`src/jrpc_pkg.sv`:
```
// ----------------------------------------------------------------------------
// JSON-RPC extractor package
// Shared types and constants for the method and id extractor.
// ----------------------------------------------------------------------------
package jrpc_pkg;

  typedef enum logic [2:0] {
    PH_SEARCH = 3'd0,
    PH_LEAD   = 3'd1,
    PH_SIGN   = 3'd2,
    PH_BODY   = 3'd3,
    PH_TAIL   = 3'd4,
    PH_OK     = 3'd5,
    PH_FAIL   = 3'd6
  } phase_e;

  typedef enum logic [3:0] {
    KM_IDLE   = 4'd0,
    KM_OPEN   = 4'd1,
    KM_M1     = 4'd2,
    KM_M2     = 4'd3,
    KM_M3     = 4'd4,
    KM_M4     = 4'd5,
    KM_M5     = 4'd6,
    KM_M6     = 4'd7,
    KM_M_WAIT = 4'd8,
    KM_I1     = 4'd9,
    KM_I2     = 4'd10,
    KM_I_WAIT = 4'd11
  } key_e;

  typedef enum logic [1:0] {
    DR_IDLE = 2'd0,
    DR_CHAR = 2'd1,
    DR_SUM  = 2'd2
  } drain_e;

  localparam int unsigned LenW = 5;
  localparam int unsigned IdW  = 31;

  // Summary of one finished message, handed from the scanner to the emitter.
  typedef struct packed {
    logic            method_found;
    logic [LenW-1:0] method_length;
    logic            id_found;
    logic [IdW-1:0]  id_value;
  } summary_t;

  function automatic logic ws4(input logic [7:0] b);
    return (b == 8'h20) || (b == 8'h09) || (b == 8'h0D) || (b == 8'h0A);
  endfunction

  function automatic logic ws6(input logic [7:0] b);
    return ws4(b) || (b == 8'h0B) || (b == 8'h0C);
  endfunction

  function automatic logic is_digit(input logic [7:0] b);
    return (b >= 8'h30) && (b <= 8'h39);
  endfunction

endpackage

```
`src/jrpc_ram.sv`:
```
// ----------------------------------------------------------------------------
// Generic RAM
// Single write port, single read port with registered read data.
// ----------------------------------------------------------------------------
module jrpc_ram #(
  parameter int unsigned Width = 8,
  parameter int unsigned Depth = 32
) (
  input  logic                     clk_i,
  input  logic                     we_i,
  input  logic [$clog2(Depth)-1:0] waddr_i,
  input  logic [Width-1:0]         wdata_i,
  input  logic [$clog2(Depth)-1:0] raddr_i,
  output logic [Width-1:0]         rdata_o
);

  logic [Width-1:0] mem_q [Depth];

  always_ff @(posedge clk_i) begin
    if (we_i) begin
      mem_q[waddr_i] <= wdata_i;
    end
    rdata_o <= mem_q[raddr_i];
  end

endmodule

```
`src/jrpc_scan.sv`:
```
// ----------------------------------------------------------------------------
// JSON-RPC scanner (front part)
// Follows nesting, strings and keys, stores the method bytes and parses id.
// ----------------------------------------------------------------------------
module jrpc_scan import jrpc_pkg::*; #(
  parameter int unsigned MethodMax = 32,
  parameter int unsigned DepthBits = 8
) (
  input  logic                         clk_i,
  input  logic                         rst_ni,
  input  logic                         step_i,
  input  logic [7:0]                   byte_i,
  input  logic                         eom_i,
  input  logic [5:0]                   cap_i,
  output logic                         we_o,
  output logic [$clog2(MethodMax)-1:0] waddr_o,
  output logic [7:0]                   wdata_o,
  output logic                         done_o,
  output summary_t                     sum_o
);

  localparam int unsigned AW = $clog2(MethodMax);
  localparam int unsigned CapLim = (MethodMax < 32) ? MethodMax : 32;

  logic [DepthBits-1:0] depth_q, depth_d;
  logic                 instr_q, instr_d;
  logic                 esc_q, esc_d;
  key_e                 km_q, km_d;
  phase_e               mph_q, mph_d, iph_q, iph_d;
  logic [5:0]           slen_q, slen_d;
  logic [31:0]          acc_q, acc_d;
  logic                 neg_q, neg_d, ovf_q, ovf_d, stop_q, stop_d;
  logic [5:0]           cap;
  logic [35:0]          prod;
  logic [3:0]           dig;

  always_comb begin
    cap = (cap_i > 6'(CapLim)) ? 6'(CapLim) : cap_i;
  end

  assign dig  = byte_i[3:0];
  assign prod = {acc_q, 3'b000} + {2'b00, acc_q, 1'b0} + 36'(dig);

  always_comb begin
    depth_d = depth_q; instr_d = instr_q; esc_d = esc_q; km_d = km_q;
    mph_d = mph_q; iph_d = iph_q; slen_d = slen_q; acc_d = acc_q;
    neg_d = neg_q; ovf_d = ovf_q; stop_d = stop_q;
    we_o = 1'b0;
    waddr_o = slen_q[AW-1:0];
    wdata_o = byte_i;
    if (!stop_q && byte_i == 8'h00) begin
      stop_d = 1'b1;
    end else if (!stop_q) begin
      case (mph_q)
        PH_LEAD: begin
          if (!ws4(byte_i)) begin
            if (byte_i == 8'h22) begin
              mph_d = PH_BODY;
              slen_d = 6'd0;
            end else begin
              mph_d = PH_FAIL;
            end
          end
        end
        PH_BODY: begin
          if (byte_i == 8'h5C) begin
            mph_d = PH_FAIL;
          end else if (byte_i == 8'h22) begin
            mph_d = (slen_q >= cap) ? PH_FAIL : PH_OK;
          end else if (7'(slen_q) + 7'd1 >= 7'(cap)) begin
            mph_d = PH_FAIL;
          end else begin
            we_o = 1'b1;
            slen_d = slen_q + 6'd1;
          end
        end
        default: ;
      endcase
      case (iph_q)
        PH_LEAD: begin
          if (!ws6(byte_i)) begin
            if (byte_i == 8'h2B) begin
              iph_d = PH_SIGN;
            end else if (byte_i == 8'h2D) begin
              neg_d = 1'b1;
              iph_d = PH_SIGN;
            end else if (is_digit(byte_i)) begin
              acc_d = 32'(dig);
              iph_d = PH_BODY;
            end else begin
              iph_d = PH_FAIL;
            end
          end
        end
        PH_SIGN: begin
          if (is_digit(byte_i)) begin
            acc_d = 32'(dig);
            iph_d = PH_BODY;
          end else begin
            iph_d = PH_FAIL;
          end
        end
        PH_BODY: begin
          if (is_digit(byte_i)) begin
            if (!ovf_q) begin
              if (prod > 36'h7FFFFFFF) begin
                ovf_d = 1'b1;
                acc_d = 32'h80000000;
              end else begin
                acc_d = prod[31:0];
              end
            end
          end else if (ws4(byte_i)) begin
            iph_d = PH_TAIL;
          end else if (byte_i == 8'h2C || byte_i == 8'h7D) begin
            iph_d = PH_OK;
          end else begin
            iph_d = PH_FAIL;
          end
        end
        PH_TAIL: begin
          if (!ws4(byte_i)) begin
            iph_d = (byte_i == 8'h2C || byte_i == 8'h7D) ? PH_OK : PH_FAIL;
          end
        end
        default: ;
      endcase
      if (instr_q) begin
        case (km_q)
          KM_OPEN: km_d = (byte_i == 8'h6D) ? KM_M1 : (byte_i == 8'h69) ? KM_I1 : KM_IDLE;
          KM_M1:   km_d = (byte_i == 8'h65) ? KM_M2 : KM_IDLE;
          KM_M2:   km_d = (byte_i == 8'h74) ? KM_M3 : KM_IDLE;
          KM_M3:   km_d = (byte_i == 8'h68) ? KM_M4 : KM_IDLE;
          KM_M4:   km_d = (byte_i == 8'h6F) ? KM_M5 : KM_IDLE;
          KM_M5:   km_d = (byte_i == 8'h64) ? KM_M6 : KM_IDLE;
          KM_M6:   km_d = (byte_i == 8'h22) ? KM_M_WAIT : KM_IDLE;
          KM_I1:   km_d = (byte_i == 8'h64) ? KM_I2 : KM_IDLE;
          KM_I2:   km_d = (byte_i == 8'h22) ? KM_I_WAIT : KM_IDLE;
          default: km_d = KM_IDLE;
        endcase
        if (esc_q) begin
          esc_d = 1'b0;
        end else if (byte_i == 8'h5C) begin
          esc_d = 1'b1;
        end else if (byte_i == 8'h22) begin
          instr_d = 1'b0;
        end
      end else if ((km_q == KM_M_WAIT || km_q == KM_I_WAIT) && ws4(byte_i)) begin
        km_d = km_q;
      end else if ((km_q == KM_M_WAIT || km_q == KM_I_WAIT) && byte_i == 8'h3A) begin
        if (km_q == KM_M_WAIT) begin
          if (mph_q == PH_SEARCH) mph_d = PH_LEAD;
        end else if (iph_q == PH_SEARCH) begin
          iph_d = PH_LEAD;
        end
        km_d = KM_IDLE;
      end else begin
        km_d = KM_IDLE;
        if (byte_i == 8'h22) begin
          instr_d = 1'b1;
          if (depth_q == DepthBits'(1)) km_d = KM_OPEN;
        end else if (byte_i == 8'h7B || byte_i == 8'h5B) begin
          depth_d = depth_q + DepthBits'(1);
        end else if (byte_i == 8'h7D || byte_i == 8'h5D) begin
          depth_d = depth_q - DepthBits'(1);
        end
      end
    end
  end

  logic mf, idf;
  always_comb begin
    mf  = (mph_d == PH_OK);
    idf = (iph_d == PH_OK) && !ovf_d && !(neg_d && acc_d != 32'd0);
    sum_o.method_found  = mf;
    sum_o.method_length = mf ? ((slen_d > 6'd31) ? 5'd31 : slen_d[4:0]) : 5'd0;
    sum_o.id_found      = idf;
    sum_o.id_value      = idf ? acc_d[30:0] : 31'd0;
  end

  assign done_o = step_i && eom_i;

  always_ff @(posedge clk_i or negedge rst_ni) begin
    if (!rst_ni) begin
      depth_q <= '0; instr_q <= 1'b0; esc_q <= 1'b0; km_q <= KM_IDLE;
      mph_q <= PH_SEARCH; iph_q <= PH_SEARCH; slen_q <= 6'd0; acc_q <= 32'd0;
      neg_q <= 1'b0; ovf_q <= 1'b0; stop_q <= 1'b0;
    end else if (step_i && eom_i) begin
      depth_q <= '0; instr_q <= 1'b0; esc_q <= 1'b0; km_q <= KM_IDLE;
      mph_q <= PH_SEARCH; iph_q <= PH_SEARCH; slen_q <= 6'd0; acc_q <= 32'd0;
      neg_q <= 1'b0; ovf_q <= 1'b0; stop_q <= 1'b0;
    end else if (step_i) begin
      depth_q <= depth_d; instr_q <= instr_d; esc_q <= esc_d; km_q <= km_d;
      mph_q <= mph_d; iph_q <= iph_d; slen_q <= slen_d; acc_q <= acc_d;
      neg_q <= neg_d; ovf_q <= ovf_d; stop_q <= stop_d;
    end
  end

endmodule

```
`src/jrpc_emit.sv`:
```
// ----------------------------------------------------------------------------
// JSON-RPC emitter (back part)
// Reads stored method bytes from RAM and sends them, then the summary.
// ----------------------------------------------------------------------------
module jrpc_emit import jrpc_pkg::*; #(
  parameter int unsigned MethodMax = 32
) (
  input  logic                         clk_i,
  input  logic                         rst_ni,
  input  logic                         job_valid_i,
  input  summary_t                     job_i,
  output logic                         job_ready_o,
  output logic [$clog2(MethodMax)-1:0] raddr_o,
  input  logic [7:0]                   rdata_i,
  output logic                         out_valid_o,
  input  logic                         out_ready_i,
  output logic                         item_kind_o,
  output logic [7:0]                   method_char_o,
  output logic                         method_found_o,
  output logic [4:0]                   method_length_o,
  output logic                         id_found_o,
  output logic [30:0]                  id_value_o,
  output logic                         final_item_o
);

  localparam int unsigned AW = $clog2(MethodMax);

  drain_e          st_q, st_d;
  summary_t        job_q;
  logic [LenW-1:0] idx_q, idx_d;
  logic            rd_ok_q, rd_ok_d;
  logic            take, adv;

  assign adv = out_ready_i || !out_valid_o;
  assign take = job_valid_i && job_ready_o;

  always_comb begin
    st_d = st_q;
    idx_d = idx_q;
    case (st_q)
      DR_IDLE: begin
        if (job_valid_i) begin
          idx_d = '0;
          st_d = (job_i.method_length != '0) ? DR_CHAR : DR_SUM;
        end
      end
      DR_CHAR: begin
        if (rd_ok_q && adv) begin
          idx_d = idx_q + 5'd1;
          if (idx_q + 5'd1 == job_q.method_length) st_d = DR_SUM;
        end
      end
      DR_SUM: begin
        if (adv) st_d = DR_IDLE;
      end
      default: st_d = DR_IDLE;
    endcase
  end

  always_comb begin
    job_ready_o = (st_q == DR_IDLE);
    rd_ok_d = (st_q == DR_CHAR) && !(rd_ok_q && adv);
    raddr_o = AW'(idx_d);
  end

  always_ff @(posedge clk_i or negedge rst_ni) begin
    if (!rst_ni) begin
      st_q <= DR_IDLE; idx_q <= '0; rd_ok_q <= 1'b0; out_valid_o <= 1'b0;
    end else begin
      st_q <= st_d; idx_q <= idx_d;
      rd_ok_q <= (st_d == DR_CHAR) && (st_q != DR_CHAR || rd_ok_d || (rd_ok_q && adv));
      if (adv) out_valid_o <= ((st_q == DR_CHAR) && rd_ok_q) || (st_q == DR_SUM);
    end
  end

  always_ff @(posedge clk_i) begin
    if (take) job_q <= job_i;
    if (adv) begin
      item_kind_o     <= (st_q == DR_SUM);
      method_char_o   <= (st_q == DR_SUM) ? 8'd0 : rdata_i;
      method_found_o  <= (st_q == DR_SUM) && job_q.method_found;
      method_length_o <= (st_q == DR_SUM) ? job_q.method_length : 5'd0;
      id_found_o      <= (st_q == DR_SUM) && job_q.id_found;
      id_value_o      <= (st_q == DR_SUM) ? job_q.id_value : 31'd0;
      final_item_o    <= (st_q == DR_SUM);
    end
  end

endmodule

```
`src/json_rpc_method_id_extractor_top.sv`:
```
// ----------------------------------------------------------------------------
// JSON-RPC method and id extractor
// Scans a JSON message a byte at a time and reports method and id.
// ----------------------------------------------------------------------------
// Channel | Direction | Handshake               | Payload
// in      | input     | in_valid_i / in_ready_o | text_byte_i, end_of_message_i
// out     | output    | out_valid_o/out_ready_i | item_kind_o .. final_item_o
// cfg     | input     | cfg_valid_i/cfg_ready_o | cfg_data_i
//
// One byte is taken every cycle while no message is being emitted.
// The final byte of a message hands it to the emitter, which sends one
// method byte per cycle from the RAM read port while the output is not
// stalled, then the summary. The next message is held until the emitter
// has loaded the summary of the previous one into its output register.
// Reset clears all control state; capacity returns to 32.
module json_rpc_method_id_extractor_top import jrpc_pkg::*; #(
  parameter int unsigned MethodMax = 32,
  parameter int unsigned DepthBits = 8
) (
  input  logic        clk_i,
  input  logic        rst_ni,
  input  logic        in_valid_i,
  output logic        in_ready_o,
  input  logic [7:0]  text_byte_i,
  input  logic        end_of_message_i,
  output logic        out_valid_o,
  input  logic        out_ready_i,
  output logic        item_kind_o,
  output logic [7:0]  method_char_o,
  output logic        method_found_o,
  output logic [4:0]  method_length_o,
  output logic        id_found_o,
  output logic [30:0] id_value_o,
  output logic        final_item_o,
  input  logic        cfg_valid_i,
  output logic        cfg_ready_o,
  input  logic [5:0]  cfg_data_i
);

  localparam int unsigned AW = $clog2(MethodMax);

  logic [5:0]    cap_q;
  logic          busy_q;
  logic          step, we, done, job_ready;
  logic [AW-1:0] waddr, raddr;
  logic [7:0]    wdata, rdata;
  summary_t      sum;
  summary_t      job_q;

  assign cfg_ready_o = 1'b1;
  assign in_ready_o = !busy_q && job_ready;
  assign step = in_valid_i && in_ready_o;

  always_ff @(posedge clk_i or negedge rst_ni) begin
    if (!rst_ni) begin
      cap_q <= 6'd32;
      busy_q <= 1'b0;
    end else begin
      if (cfg_valid_i) cap_q <= cfg_data_i;
      if (done) busy_q <= 1'b1;
      else if (busy_q && job_ready) busy_q <= 1'b0;
    end
  end

  always_ff @(posedge clk_i) begin
    if (done) job_q <= sum;
  end

  jrpc_scan #(.MethodMax(MethodMax), .DepthBits(DepthBits)) u_scan (
    .clk_i, .rst_ni, .step_i(step), .byte_i(text_byte_i), .eom_i(end_of_message_i),
    .cap_i(cap_q), .we_o(we), .waddr_o(waddr), .wdata_o(wdata), .done_o(done),
    .sum_o(sum)
  );

  jrpc_ram #(.Width(8), .Depth(MethodMax)) u_ram (
    .clk_i, .we_i(we), .waddr_i(waddr), .wdata_i(wdata), .raddr_i(raddr),
    .rdata_o(rdata)
  );

  jrpc_emit #(.MethodMax(MethodMax)) u_emit (
    .clk_i, .rst_ni, .job_valid_i(busy_q), .job_i(job_q), .job_ready_o(job_ready),
    .raddr_o(raddr), .rdata_i(rdata), .out_valid_o, .out_ready_i, .item_kind_o,
    .method_char_o, .method_found_o, .method_length_o, .id_found_o, .id_value_o,
    .final_item_o
  );

endmodule

```
`config.mk`:
```
export PLATFORM = sky130hd
export DESIGN_NAME = json_rpc_method_id_extractor_top
export DESIGN_NICKNAME = d
export VERILOG_FILES = /design/src/jrpc_pkg.sv /design/src/jrpc_ram.sv /design/src/jrpc_scan.sv /design/src/jrpc_emit.sv /design/src/json_rpc_method_id_extractor_top.sv
export SDC_FILE = /design/constraint.sdc
export NUM_CORES = 1
export LEC_CHECK = 0
export BUFFER_PORTS_ARGS = -buffer_cell sky130_fd_sc_hd__buf_2
export CAP_MARGIN = 15
export CORE_MARGIN = 2
export CORE_UTILIZATION = 53
export DETAILED_ROUTE_END_ITERATION = 16
export PLACE_DENSITY = 0.83
export RECOVER_POWER = 25
export SLEW_MARGIN = 20
export SYNTH_ARGS = -nofsm -noshare
export SYNTH_HDL_FRONTEND = slang
export SYNTH_HIERARCHICAL = 1
export SYNTH_SLANG_ARGS = --single-unit
```
`constraint.sdc`:
```
create_clock -name clk_i -period 6.3 [get_ports clk_i]
set_clock_uncertainty 0.2 [all_clocks]
set_input_delay 1.26 -clock clk_i [delete_from_list [all_inputs] [get_ports clk_i]]
set_output_delay 1.26 -clock clk_i [all_outputs]
set_load 0.01 [all_outputs]
```
== Word-level counts from Yosys, hierarchy flattened ==
Memories as Yosys holds them, arrays and structs flattened. A register that Yosys moved wholly into a read port is not among the register bits.
Index checks and enable logic that the tools add are counted.

* Register bits after elaboration: 200
* Latch bits: 0
* Memory bits (writable): 256
* ROM bits: 0
* Input port bits: 20
* Output and inout bits: 51
* Logic and storage cells: 297
* Memories: 1

{| class="wikitable"
|+ Memory list
! memory !! depth !! width !! rd ports !! clocked after memory_dff !! wr ports !! RTL line !! source
|-
| u_ram.mem_q || 32 || 8 || 1 || 1 || 1 || jrpc_ram.sv:17 || <nowiki>logic [Width-1:0] mem_q [Depth];</nowiki>
|}

* Add/subtract/negate cells: 7
* $mul: 0
* Divide/modulo/power cells: 0
* $lt $le $gt $ge: 7
* Equal/unequal tests: 55
* Shifts and indexed selects: 0
* Multiplexer cells: 144
* Bitwise logic cells: 0
* Reduce and logical (&&, ||, !) cells: 52

{| class="wikitable"
|+ Operators with widths
! cell !! number
|-
| two-way mux 32 bit || 11
|-
| two-way mux 3 bit || 34
|-
| == test 8 x 7 -> 1 bit (second input constant) || 12
|-
| one-hot mux 32 bit (3 select lines) || 1
|-
| two-way mux 8 bit || 10
|-
| two-way mux 6 bit || 10
|-
| two-way mux 4 bit || 13
|-
| == test 8 x 6 -> 1 bit (second input constant) || 6
|-
| two-way mux 1 bit || 48
|-
| == test 8 x 4 -> 1 bit (second input constant) || 5
|-
| adder 35 x 33 -> 36 bit || 1
|-
| adder 36 x 4 -> 36 bit || 1
|-
| greater-than comparator 36 x 31 -> 1 bit (second input constant) || 1
|-
| one-hot mux 4 bit (9 select lines) || 1
|-
| nonzero test 32 bit || 1
|-
| logical AND 1 bit || 17
|-
| == test 4 x 3 -> 1 bit (second input constant) || 4
|-
| == test 4 bit (second input constant) || 4
|-
| two-way mux 2 bit || 8
|-
| two-way mux 5 bit || 3
|-
| logical OR 1 bit || 13
|-
| inequality test 2 bit (second input constant) || 6
|-
| one-hot mux 3 bit (4 select lines) || 1
|-
| one-hot mux 6 bit (2 select lines) || 1
|-
| other kinds (36) || 53
|}

== Depth between registers and ports, before layout ==
Gate-level depths: netlist (run 1).

* Depth after elaboration: 18
* Depth in mapped cells: 15
* Depth with buffers taken out: 13

== By module ==
The synthesis (run 1) kept the hierarchy.

{| class="wikitable"
|+ Modules (own cells, without submodules)
! module !! instances !! cells each !! area an instance (sq um) !! sequential area each (sq um)
|-
| jrpc_ram || 1 || 417 || 10053.4 || 7847.5
|-
| jrpc_scan || 1 || 926 || 7241.9 || 1526.5
|-
| jrpc_emit || 1 || 191 || 3397.0 || 2777.7
|-
| json_rpc_method_id_extractor_top || 1 || 58 || 1453.9 || 1317.5
|}

== Least setup slack after synthesis (run 1) ==
OpenSTA, ideal clock, no wires.

* Path type: register to register
* Start: register u_emit.st_q[0]
* End: register u_ram.rdata_o[0] (read register of u_ram.mem_q)
* Library setup time: 0.121 ns
* Arrival time: 5.583 ns
* Data required time: 5.979 ns
* Setup slack: 0.397 ns
* Stages on the path, launching flop included: 10
* Buffers on the path: 2
* Clock period less this slack: 5.903 ns
* Cells stage by stage: dfrtp_1 nor3b_1 a31oi_1 o21bai_1 a21o_1 clkbuf_1 clkbuf_1 mux4_2 mux4_2 mux2_2

* Longest elaborated chain between the ends: 2
* Elaborated cells on any way between the ends: 3
* Classes of those cells: 1 x eq/ne; 1 x mux; 1 x reduce/logical

{| class="wikitable"
|+ RTL lines
! item !! RTL line !! source
|-
| start: declaration || jrpc_emit.sv:28 || <nowiki>drain_e st_q, st_d;</nowiki>
|-
| start signal: assignment || jrpc_emit.sv:70 || <nowiki>st_q <= st_d; idx_q <= idx_d;</nowiki>
|-
| == test 2 x 1 -> 1 bit or zero test 2 bit (tied branches) || jrpc_emit.sv:40 || <nowiki>case (st_q)</nowiki>
|-
| one-hot mux 5 bit (2 select lines) (*) || jrpc_emit.sv:40 ||
|-
| net raddr[2] || json_rpc_method_id_extractor_top.sv:45 || <nowiki>logic [AW-1:0] waddr, raddr;</nowiki>
|-
| end: declaration || jrpc_ram.sv:14 || <nowiki>output logic [Width-1:0] rdata_o</nowiki>
|}

Mark *: on every way through the listed nets, which the timed path passes. The rest lies on a longest branch.
A chain may end at the register's enable or synchronous reset.

==> impl_metrics.csv, run 1 <==
group,metric,value,unit
outcome,status,"complete, but fails checks",
outcome,violations,"capacitance limit, slew limit",
flow_run,drv_cap,1,
power_and_ir_drop,p_comb_frac,0.286,
synth,ys.flop_type,"edfxtp_1",
clock_network,tritoncts,"done",
route,drc,0,
setup_path,cp.arrival,5.37,ns
timing,max_freq,0.188,GHz
route,ant_nets,0,
timing,worst_pin_slew,1.78,ns
setup_path,worst-endpoint-required,6.34,ns
synth,yosys_register_bits,464,
floorplan,die_w,208,um
global_route,grt_remaining_overflow,0,
layout,seq_area,13500,um2
floorplan,die_area,43400,um2
setup_path,ff2ff_path_depth,12,
timing,finalWorstSetupSlack,0.976,ns
synth,synth_cells,1592,
layout,syn2layout_area_growth,9.94,%
route,drtIter0Drc,1699,
floorplan,rows,74,
synth,syn_area_per_cell,13.9,um2
clock_network,path_clk_slew,0.07,ns
floorplan,die_h,208,um
setup_path,criticalPathCategory,"in -> reg",
route,viasPerCell,6.47,
timing,slew_headroom,-0.184,
setup_path,cp_max_fo,5,
min_path,min_path_type,"reg -> reg",
timing,finalSetupTns,0,ns
timing,hold_viol_final,0,
synth,yosys_warnings,6,
clock_network,cts_buffers,44,
floorplan,ios,71,
power_and_ir_drop,pwr-share-seq,0.422,
synth,syn_area,22100,um2
placement,dp_hpwl,34.6,mm
timing,grt_setup_unrepaired,"no",
clock_network,cts_resized,0,
setup_path,cp-start-kind,"input port",
layout,drive_above_1_share,0.162,
layout,final_nets,1742,
power_and_ir_drop,switching_power,2.65,mW
clock_network,htreeDepth,2,
synth,yosysSeqAreaShare,0.608,
power_and_ir_drop,vdd_drop_max,0.190,mV
clock_network,cts_setup_buffers,0,
synth,async_flop_share,0.166,
timing,setup_viol,0,
clock_network,clkSinkCount,464,
clock_network,clockBufferDepth,3,
power_and_ir_drop,switching_share,0.298,
floorplan,start_util,0.540,
power_and_ir_drop,p_leak,8.91,nW
route,dr.pass1.iters,5,
clock_network,cts_root_buf,"clkbuf_16",
global_route,grt_pass1_vias,13900,
synth,syn-num-nets,1695,
synth,ys_types,91,
timing,hold_ws,0.218,ns
timing,post-route-min-period,5.32,ns
power_and_ir_drop,pwr-share-clk,0.292,
min_path,whs_path_depth,0,
timing,period_share,0.845,
route,wire_per_inst,24.1,um
placement,dp_slack,0.545,ns
placement,dp.cells,2125,
timing,drv_slew,28,
global_route,grt_max_degree,66,
setup_path,endpoint_kind,"flop",
clock_network,ctsHoldBuffers,0,
floorplan,core_area,41000,um2
global_route,grt_pass1_wl,82.4,mm
placement,gp_congestion,0.950,
layout,layout_common_cells,"edfxtp_1, nor2_1, ha_1",
layout,final_util,0.594,
synth,synth-edff-count,379,
global_route,grtUsageTotal,0.245,
global_route,antenna_found_initial,3,
power_and_ir_drop,p_int,6.25,mW
route,routed_wl,53.1,mm
layout,fin_cells,2208,
layout,final_common_cell,"edfxtp_1",
clock_network,clk_latency,0.56,ns
route,vias,14300,
power_and_ir_drop,powerDensity,366,nW/um2
placement,portBuffers,69,
layout,multi_input_area,8090,um2
layout,fill_cells,2969,
## metrics by stage
stage | power, mW | instance area, um2
final | 8.90 | 24300
after global routing | 9.24 | 24300
after CTS | 8.95 | 24400
after detailed placement | 6.31 | 22900
after global placement | 6.23 | 22900
after floorplan | 5.64 | 22100
## synth_stat cells, drive strengths merged, types with 12 or more instances
| cell | n | share of area |
|---|---|---|
| a211oi | 21 | 0.0071 |
| a21o | 32 | 0.011 |
| a21oi | 66 | 0.015 |
| a31oi | 39 | 0.011 |
| and2 | 69 | 0.019 |
| buf | 39 | 0.012 |
| clkbuf | 53 | 0.0090 |
| dfrtp | 76 | 0.086 |
| edfxtp | 379 | 0.51 |
| ha | 81 | 0.046 |
| inv | 38 | 0.0064 |
| mux2 | 15 | 0.0086 |
| mux4 | 80 | 0.081 |
| nand2 | 69 | 0.012 |
| nand2b | 13 | 0.0040 |
| nand3 | 31 | 0.0070 |
| nand4 | 12 | 0.0034 |
| nor2 | 114 | 0.019 |
| nor2b | 17 | 0.0049 |
| nor3 | 25 | 0.0059 |
| nor4 | 17 | 0.0055 |
| o21ai | 52 | 0.012 |
| o2bb2ai | 28 | 0.011 |
| or3 | 12 | 0.0034 |
| xnor2 | 27 | 0.011 |
| xor2 | 16 | 0.0063 |
## path summary, 6_finish.rpt
path	startpoint	to	slack (ns)
setup / recovery	text_byte_i[3]	job_q[22]$_DFFE_PP_	0.98
min in group asynchronous	rst_ni	u_scan/acc_q[15]$_DFFE_PN0N_	0.97
hold reg to reg	job_q[3]$_DFFE_PP_	u_emit/job_q[3]$_DFFE_PP_	0.22
max in group asynchronous	rst_ni	cap_q[4]$_DFFE_PN0P_	3.38
hold / removal	job_q[3]$_DFFE_PP_	u_emit/job_q[3]$_DFFE_PP_	0.22
setup reg to reg	u_scan/acc_q[0]$_DFFE_PN0N_	job_q[22]$_DFFE_PP_	1.51
## power groups by stage
stage                     sequential, mW  clock [mW]  combinational, mW
after detailed placement            3.81           0               2.50
after global placement              3.80           0               2.43
after global routing                3.78        2.75               2.71
after CTS                           3.75        2.64               2.56
final                               3.76        2.60               2.54
after floorplan                     3.79           0               1.85
## cell families after synthesis
kind of cell,after synthesis,share of synthesized area
XOR/XNOR,43,0.0170
other,1,0.000169
AO/OA/AOI/OAI,339,0.105
AND/OR/NAND/NOR,432,0.103
buffers and inverters,131,0.0272
flip-flops,464,0.608
adder cells (fa/ha/maj),83,0.0476
multiplexers,99,0.0918
## area by class of cell
cell class / instances / share of cell area
diodes: 1 / 0.000103
clock buffers: 57 / 0.0502
clock inverters: 25 / 0.00838
inverters: 39 / 0.00601
multi-input cells: 997 / 0.332
flip-flops and latches: 464 / 0.553
well taps: 532 / 0.0273
repair buffers: 93 / 0.0224
## flip-flops by register name (all words and copies together), names as in the netlist, 4 cells and up
register,flops
u_ram/mem_q,256
job_q,38
u_emit/job_q,38
u_scan/acc_q,32
u_emit/id_value_o,31
u_emit/method_char_o,8
u_ram/rdata_o,8
u_scan/depth_q,8
cap_q,6
u_scan/slen_q,6
u_emit/idx_q,5
u_emit/method_length_o,5
u_scan/km_q,4
## worst max-delay path: stages
cell and delay (ns):
clkbuf_1 0.12, inv_1 0.16, fa_1 0.56, fa_1 0.47, nand2b_1 0.18, a21oi_1 0.31
o21ai_0 0.24, o21ba_2 0.26, o41ai_1 0.38, o21ai_0 0.32, a2111o_1 0.49, a211oi_1 0.48
a211oi_1 0.11
## layer usage
metal,vias to the layer above,GRT usage,part of all wire
met5,-,0,0.00013
met4,2,0.0655,0.026
met3,98,0.0379,0.082
met2,791,0.413,0.49
met1,7094,0.335,0.40
li1,6294,-,-
(Power assumes the default switching activity.)
==> inputs of run 2 (changes only) <==
Clock period 6.3 ns to 4.7 ns, I/O delays scaled along.
==> run 2 against run 1 <==
The flow still finishes with violations (capacitance limit, slew limit). Die area unchanged. First-iteration DRC count increased by 11%. Combinational power increased by 41%. Critical path depth increased by 2. Cell count increased by 3.0%. Clock-buffer cell count increased by 4.
==> impl_metrics.csv, run 2 (synthesized netlist as in run 1, its figures left out) <==
group,metric,value,unit
outcome,status,"complete, but fails checks",
outcome,violations,"capacitance limit, slew limit",
global_route,grt_max_degree,66,
timing,setup_viol,0,
timing,hold_viol_final,0,
clock_network,cts_root_buf,"clkbuf_16",
setup_path,worst-endpoint-required,4.89,ns
power_and_ir_drop,pwr-share-seq,0.415,
timing,hold_ws,0.220,ns
setup_path,max_stage_delay,0.47,ns
setup_path,cp.arrival,4.65,ns
layout,drive_above_1_share,0.191,
min_path,min_path_type,"reg -> reg",
clock_network,clk_latency,0.55,ns
power_and_ir_drop,p_int,8.51,mW
setup_path,cp_top_family,"compound AO/OA/AOI/OAI gates",
clock_network,clkSinkCount,464,
clock_network,tritoncts,"done",
floorplan,ios,71,
route,wire_per_inst,24.9,um
route,viasPerCell,6.51,
flow_run,drv_cap,1,
placement,dp.cells,2192,
clock_network,htreeDepth,2,
global_route,grt_remaining_overflow,0,
route,ant_nets,0,
timing,worst_pin_slew,2.77,ns
timing,period_share,0.948,
timing,slew_headroom,-0.850,
timing,post-route-min-period,4.46,ns
global_route,grt_pass1_wl,86.8,mm
placement,portBuffers,69,
global_route,grtUsageTotal,0.262,
route,vias,14800,
layout,final_common_cell,"edfxtp_1",
floorplan,die_w,208,um
timing,grt_setup_unrepaired,"no",
floorplan,rows,74,
route,dr.pass1.iters,5,
layout,syn2layout_area_growth,12.3,%
floorplan,core_area,41000,um2
power_and_ir_drop,switching_power,3.65,mW
clock_network,ctsHoldBuffers,0,
placement,gp_congestion,1.01,
clock_network,cts_resized,0,
layout,final_nets,1810,
layout,n_antenna_cell,0,
power_and_ir_drop,switching_share,0.300,
power_and_ir_drop,p_leak,9.27,nW
timing,drv_slew,46,
placement,dp_slack,-0.121,ns
power_and_ir_drop,p_comb_frac,0.294,
timing,finalWorstSetupSlack,0.242,ns
route,drc,0,
power_and_ir_drop,finalPower,12.2,mW
floorplan,die_h,208,um
setup_path,cp_cell_sequence,"inv_1 > fa_1 > buf_4 > fa_1 > nand2b_1 > a21oi_2 > o21ai_1 > o21ba_2 > o41ai_2 > o21ai_1 > buf_4 > a211oi_2 > buf_6 > a31oi_1 > nor2_1",
layout,reg.largest.list,"u_ram/mem_q: 256 flops, job_q: 38 flops, u_emit/job_q: 38 flops",
setup_path,endpoint_kind,"flop",
clock_network,cts_buffers,45,
route,drtIter0Drc,1886,
route,routed_wl,56.6,mm
setup_path,critPathBufInv,4,
clock_network,cts_setup_buffers,0,
clock_network,clockBufferDepth,3,
layout,fin_cells,2274,
floorplan,start_util,0.540,
global_route,antenna_found_initial,2,
layout,regMostFlops,"u_ram/mem_q",
clock_network,path_clk_slew,0.06,ns
setup_path,cp_max_fo,18,
placement,dp_hpwl,36.7,mm
timing,max_freq,0.224,GHz
setup_path,cp-start-kind,"flop",
global_route,grt_pass1_vias,14700,
layout,largest_reg_flops,256,
floorplan,die_area,43400,um2
setup_path,criticalPathCategory,"reg -> reg",
setup_path,slowest_stage,"dfrtp_1",
power_and_ir_drop,vdd_drop_max,0.313,mV
layout,layout_common_cells,"edfxtp_1, nor2_1, buf_4",
power_and_ir_drop,powerDensity,488,nW/um2
power_and_ir_drop,pwr-share-clk,0.291,
-- run 2: changes by cell type in the layout (fill, tap and decap cells not counted), moves of 2 or more --
cell,before,now
clkbuf_1,13,21
and2_0,4,0
clkinvlp_4,5,2
buf_2,64,62
buf_4,22,85
o21ai_1,2,4
and2_1,65,69
o21ai_0,48,46
-- run 2: worst paths after layout --
check	from	end	slack (ns)	cells past startpoint
min in group asynchronous	rst_ni	u_scan/acc_q[12]$_DFFE_PN0N_	1.07	1
max in group asynchronous	rst_ni	cap_q[5]$_DFFE_PN1P_	1.56	2
max	u_scan/acc_q[2]$_DFFE_PN0N_	job_q[4]$_DFFE_PP_	0.24	15
min	job_q[0]$_DFFE_PP_	u_emit/job_q[0]$_DFFE_PP_	0.22	0
max reg2reg	u_scan/acc_q[2]$_DFFE_PN0N_	job_q[4]$_DFFE_PP_	0.24	15
min reg2reg	job_q[0]$_DFFE_PP_	u_emit/job_q[0]$_DFFE_PP_	0.22	0
-- run 2: area by class of cell --
cell class,instances,area (um2)
multi-input cells,997,8120
inverters,39,146
fillers,2921,16100
clock inverters,21,190
well taps,532,666
repair buffers,160,1050
flip-flops and latches,464,13500
clock buffers,61,1240
-- run 2: worst register-to-register path: stages, from the launching register on --
cell      delay [ns]
dfrtp_1         0.47
inv_1           0.24
fa_1            0.47
buf_4           0.15
fa_1            0.45
nand2b_1        0.19
a21oi_2         0.16
o21ai_1         0.11
o21ba_2         0.24
o41ai_2         0.33
o21ai_1         0.15
buf_4           0.17
a211oi_2        0.36
buf_6           0.26
a31oi_1         0.18
nor2_1          0.17
-- run 2: metrics by stage --
stage               cell area, um2  setup TNS [ns]  utilization
floorplan                    22200               0            -
global placement             23500         -0.0342        0.573
detailed placement           23500           -2.01        0.573
CTS                          24900               0        0.607
global route                 24900               0        0.607
finish                       24900               0        0.607
-- run 2: power groups by stage --
stage | clock (mW) | sequential (mW) | combinational, mW
5_1_grt | 3.72 | 5.08 | 3.78
4_1_cts | 3.58 | 5.04 | 3.58
3_5_place_dp | 0 | 5.12 | 3.50
3_3_place_gp | 0 | 5.10 | 3.40
2_1_floorplan | 0 | 5.08 | 2.48
6_report | 3.53 | 5.05 | 3.57
-- run 2: layer usage --
layer | up-vias | routed length, um | GRT usage
met5 | - | 13 | 0.00222
met4 | 2 | 2130 | 0.0918
met3 | 155 | 5150 | 0.0482
met2 | 873 | 27600 | 0.438
met1 | 7345 | 21600 | 0.345
li1 | 6426 | - | -
==> inputs of run 3 (changes only) <==
Settings changed: SETUP_SLACK_MARGIN from default to 0.3.
==> run 3 against run 2 <==
The run still ends with capacitance limit, slew limit left. Worst setup slack improved by 0.19 ns. Core utilization rose by 0.47 points. Cell count fell by 0.53%. Critical path type unchanged. First-iteration DRC count rose by 1.6%. Sequential power barely moved. Highest routed layer is now met4. Clock power rose by 15%. Combinational power rose by 2%. Clock-buffer cell count fell by 5. Cell area rose by 0.77%.
==> impl_metrics.csv, run 3 (synthesized netlist as in run 1, its figures left out) <==
group,metric,value,unit
route,drc,0,
setup_path,r2r_setup_slack,0.43,ns
timing,drv_slew,51,
power_and_ir_drop,p_comb_frac,0.287,
route,viasPerCell,6.47,
flow_run,drv_cap,1,
power_and_ir_drop,p_leak,9.30,nW
clock_network,clk_latency,0.56,ns
global_route,grt_max_degree,51,
timing,finalSetupTns,0,ns
clock_network,ctsHoldBuffers,0,
clock_network,clockBufferDepth,3,
clock_network,htreeDepth,2,
timing,period_share,0.909,
clock_network,cts_setup_buffers,0,
power_and_ir_drop,vdd_drop_max,0.278,mV
layout,reg.largest.list,"u_ram/mem_q: 256 flops, job_q: 38 flops, u_emit/job_q: 38 flops",
layout,n_antenna_cell,0,
layout,layout_common_cells,"edfxtp_1, nor2_1, ha_1",
floorplan,die_h,208,um
layout,regMostFlops,"u_ram/mem_q",
floorplan,start_util,0.540,
layout,largest_reg_flops,256,
clock_network,clkSinkCount,464,
placement,dp_hpwl,36.9,mm
clock_network,cts_root_buf,"clkbuf_16",
route,dr.pass1.iters,6,
setup_path,worst-endpoint-required,4.68,ns
min_path,min_path_type,"reg -> reg",
floorplan,die_w,208,um
power_and_ir_drop,powerDensity,508,nW/um2
timing,slew_headroom,-1.09,
layout,final_nets,1796,
route,routed_wl,55.9,mm
layout,drive_above_1_share,0.196,
min_path,hold_end,"u_emit/job_q[5]$_DFFE_PP_",
power_and_ir_drop,p_int,8.98,mW
global_route,antenna_found_initial,0,
min_path,hold_start,"job_q[5]$_DFFE_PP_",
floorplan,core_area,41000,um2
power_and_ir_drop,pwr-share-seq,0.395,
setup_path,cp.arrival,4.25,ns
setup_path,endpoint_kind,"flop",
floorplan,rows,74,
clock_network,cts_buffers,46,
power_and_ir_drop,switching_power,3.74,mW
power_and_ir_drop,pwr-share-clk,0.318,
min_path,whs_path_depth,0,
power_and_ir_drop,switching_share,0.294,
clock_network,path_clk_slew,0.06,ns
setup_path,r2r_start,"u_scan/slen_q[1]$_DFFE_PN0N_",
floorplan,ios,71,
layout,syn2layout_area_growth,13.2,%
placement,placed_area,23400,um2
route,vias,14600,
timing,max_freq,0.234,GHz
timing,worst_pin_slew,3.14,ns
global_route,grt_remaining_overflow,0,
timing,post-route-min-period,4.27,ns
setup_path,regToRegEndpoint,"u_ram/mem_q[14][5]$_DFFE_PP_",
placement,gp_congestion,0.970,
clock_network,tritoncts,"done",
global_route,grt_pass1_wl,86.7,mm
timing,hold_ws,0.225,ns
layout,post-route-cell-area,25100,um2
placement,portBuffers,69,
global_route,grt_pass1_vias,14600,
layout,fill_cells,2859,
timing,grt_setup_unrepaired,"yes",
floorplan,die_area,43400,um2
setup_path,cp_max_fo,10,
route,wire_per_inst,24.7,um
setup_path,ff2ff_path_depth,10,
route,ant_nets,0,
setup_path,criticalPathCategory,"reg -> reg",
timing,hold_viol_final,0,
layout,final_common_cell,"edfxtp_1",
route,drtIter0Drc,1916,
setup_path,cp-start-kind,"flop",
global_route,grtUsageTotal,0.260,
outcome,status,"complete, but fails checks",
clock_network,cts_resized,0,
timing,setup_viol,0,
power_and_ir_drop,finalPower,12.7,mW
outcome,violations,"capacitance limit, slew limit",
==> run 3: cell types whose count changed in the layout (fill, tap and decap cells not counted), sizes merged <==
cell / delta
buf: -17
bufinv: +8
clkinv: -7
inv: +4
clkbuf: -3
clkinvlp: +3
==> run 3: layout make-up <==
class,count,area (um2),share of cell area
flip-flops and latches,464,13500,0.537
multi-input cells,997,8180,0.326
clock buffers,56,1230,0.0491
repair buffers,145,942,0.0376
well taps,532,666,0.0266
clock inverters,29,442,0.0176
inverters,39,146,0.00584
==> run 3: metal layers <==
metal / part of all wire / track usage / routed length [um] / vias to the layer above
met5: 0 / 0 / 0 / -
met2: 0.49 / 0.437 / 27700 / 825
met1: 0.39 / 0.351 / 22000 / 7309
met3: 0.087 / 0.0447 / 4860 / 106
li1: - / - / - / 6390
met4: 0.024 / 0.0697 / 1340 / 0
==> run 3: worst max-delay path, stage by stage (launching register included) <==
cell,delay (ns)
dfrtp_1,0.50
ha_1,0.40
ha_1,0.32
a21o_1,0.18
a21o_1,0.17
a21o_1,0.17
a21o_1,0.20
a211oi_2,0.35
and2_1,0.25
nand3b_1,0.35
nor2_1,0.82
==> run 3: through the flow <==
| stage | setup WS (ns) | instances | util |
|---|---|---|---|
| after floorplan | 0.315 | 1592 | - |
| after global placement | 0.0961 | 2177 | 0.571 |
| after detailed placement | 0.0370 | 2177 | 0.571 |
| after CTS | 0.333 | 2262 | 0.611 |
| after global routing | 0.275 | 2262 | 0.611 |
| final | 0.428 | 2262 | 0.611 |
==> run 3: power groups by stage <==
stage | clock, mW | combinational, mW | sequential (mW)
floorplan | 0 | 2.49 | 5.08
global placement | 0 | 3.43 | 5.08
detailed placement | 0 | 3.58 | 5.10
CTS | 4.08 | 3.66 | 5.02
global route | 4.24 | 3.86 | 5.06
finish | 4.05 | 3.65 | 5.03
==> run 3: how the worst max path moves through the flow <==
stage          cells past startpoint                            to                         start
2_1_floorplan                     15           job_q[31]$_DFFE_PP_                text_byte_i[3]
3_3_place_gp                      13           job_q[23]$_DFFE_PP_                text_byte_i[3]
3_5_place_dp                      13           job_q[30]$_DFFE_PP_                text_byte_i[3]
4_1_cts                           10  u_ram/mem_q[14][4]$_DFFE_PP_  u_scan/slen_q[1]$_DFFE_PN0N_
5_1_grt                           10  u_ram/mem_q[14][0]$_DFFE_PP_  u_scan/slen_q[1]$_DFFE_PN0N_
6_report                          10  u_ram/mem_q[14][5]$_DFFE_PP_  u_scan/slen_q[1]$_DFFE_PN0N_
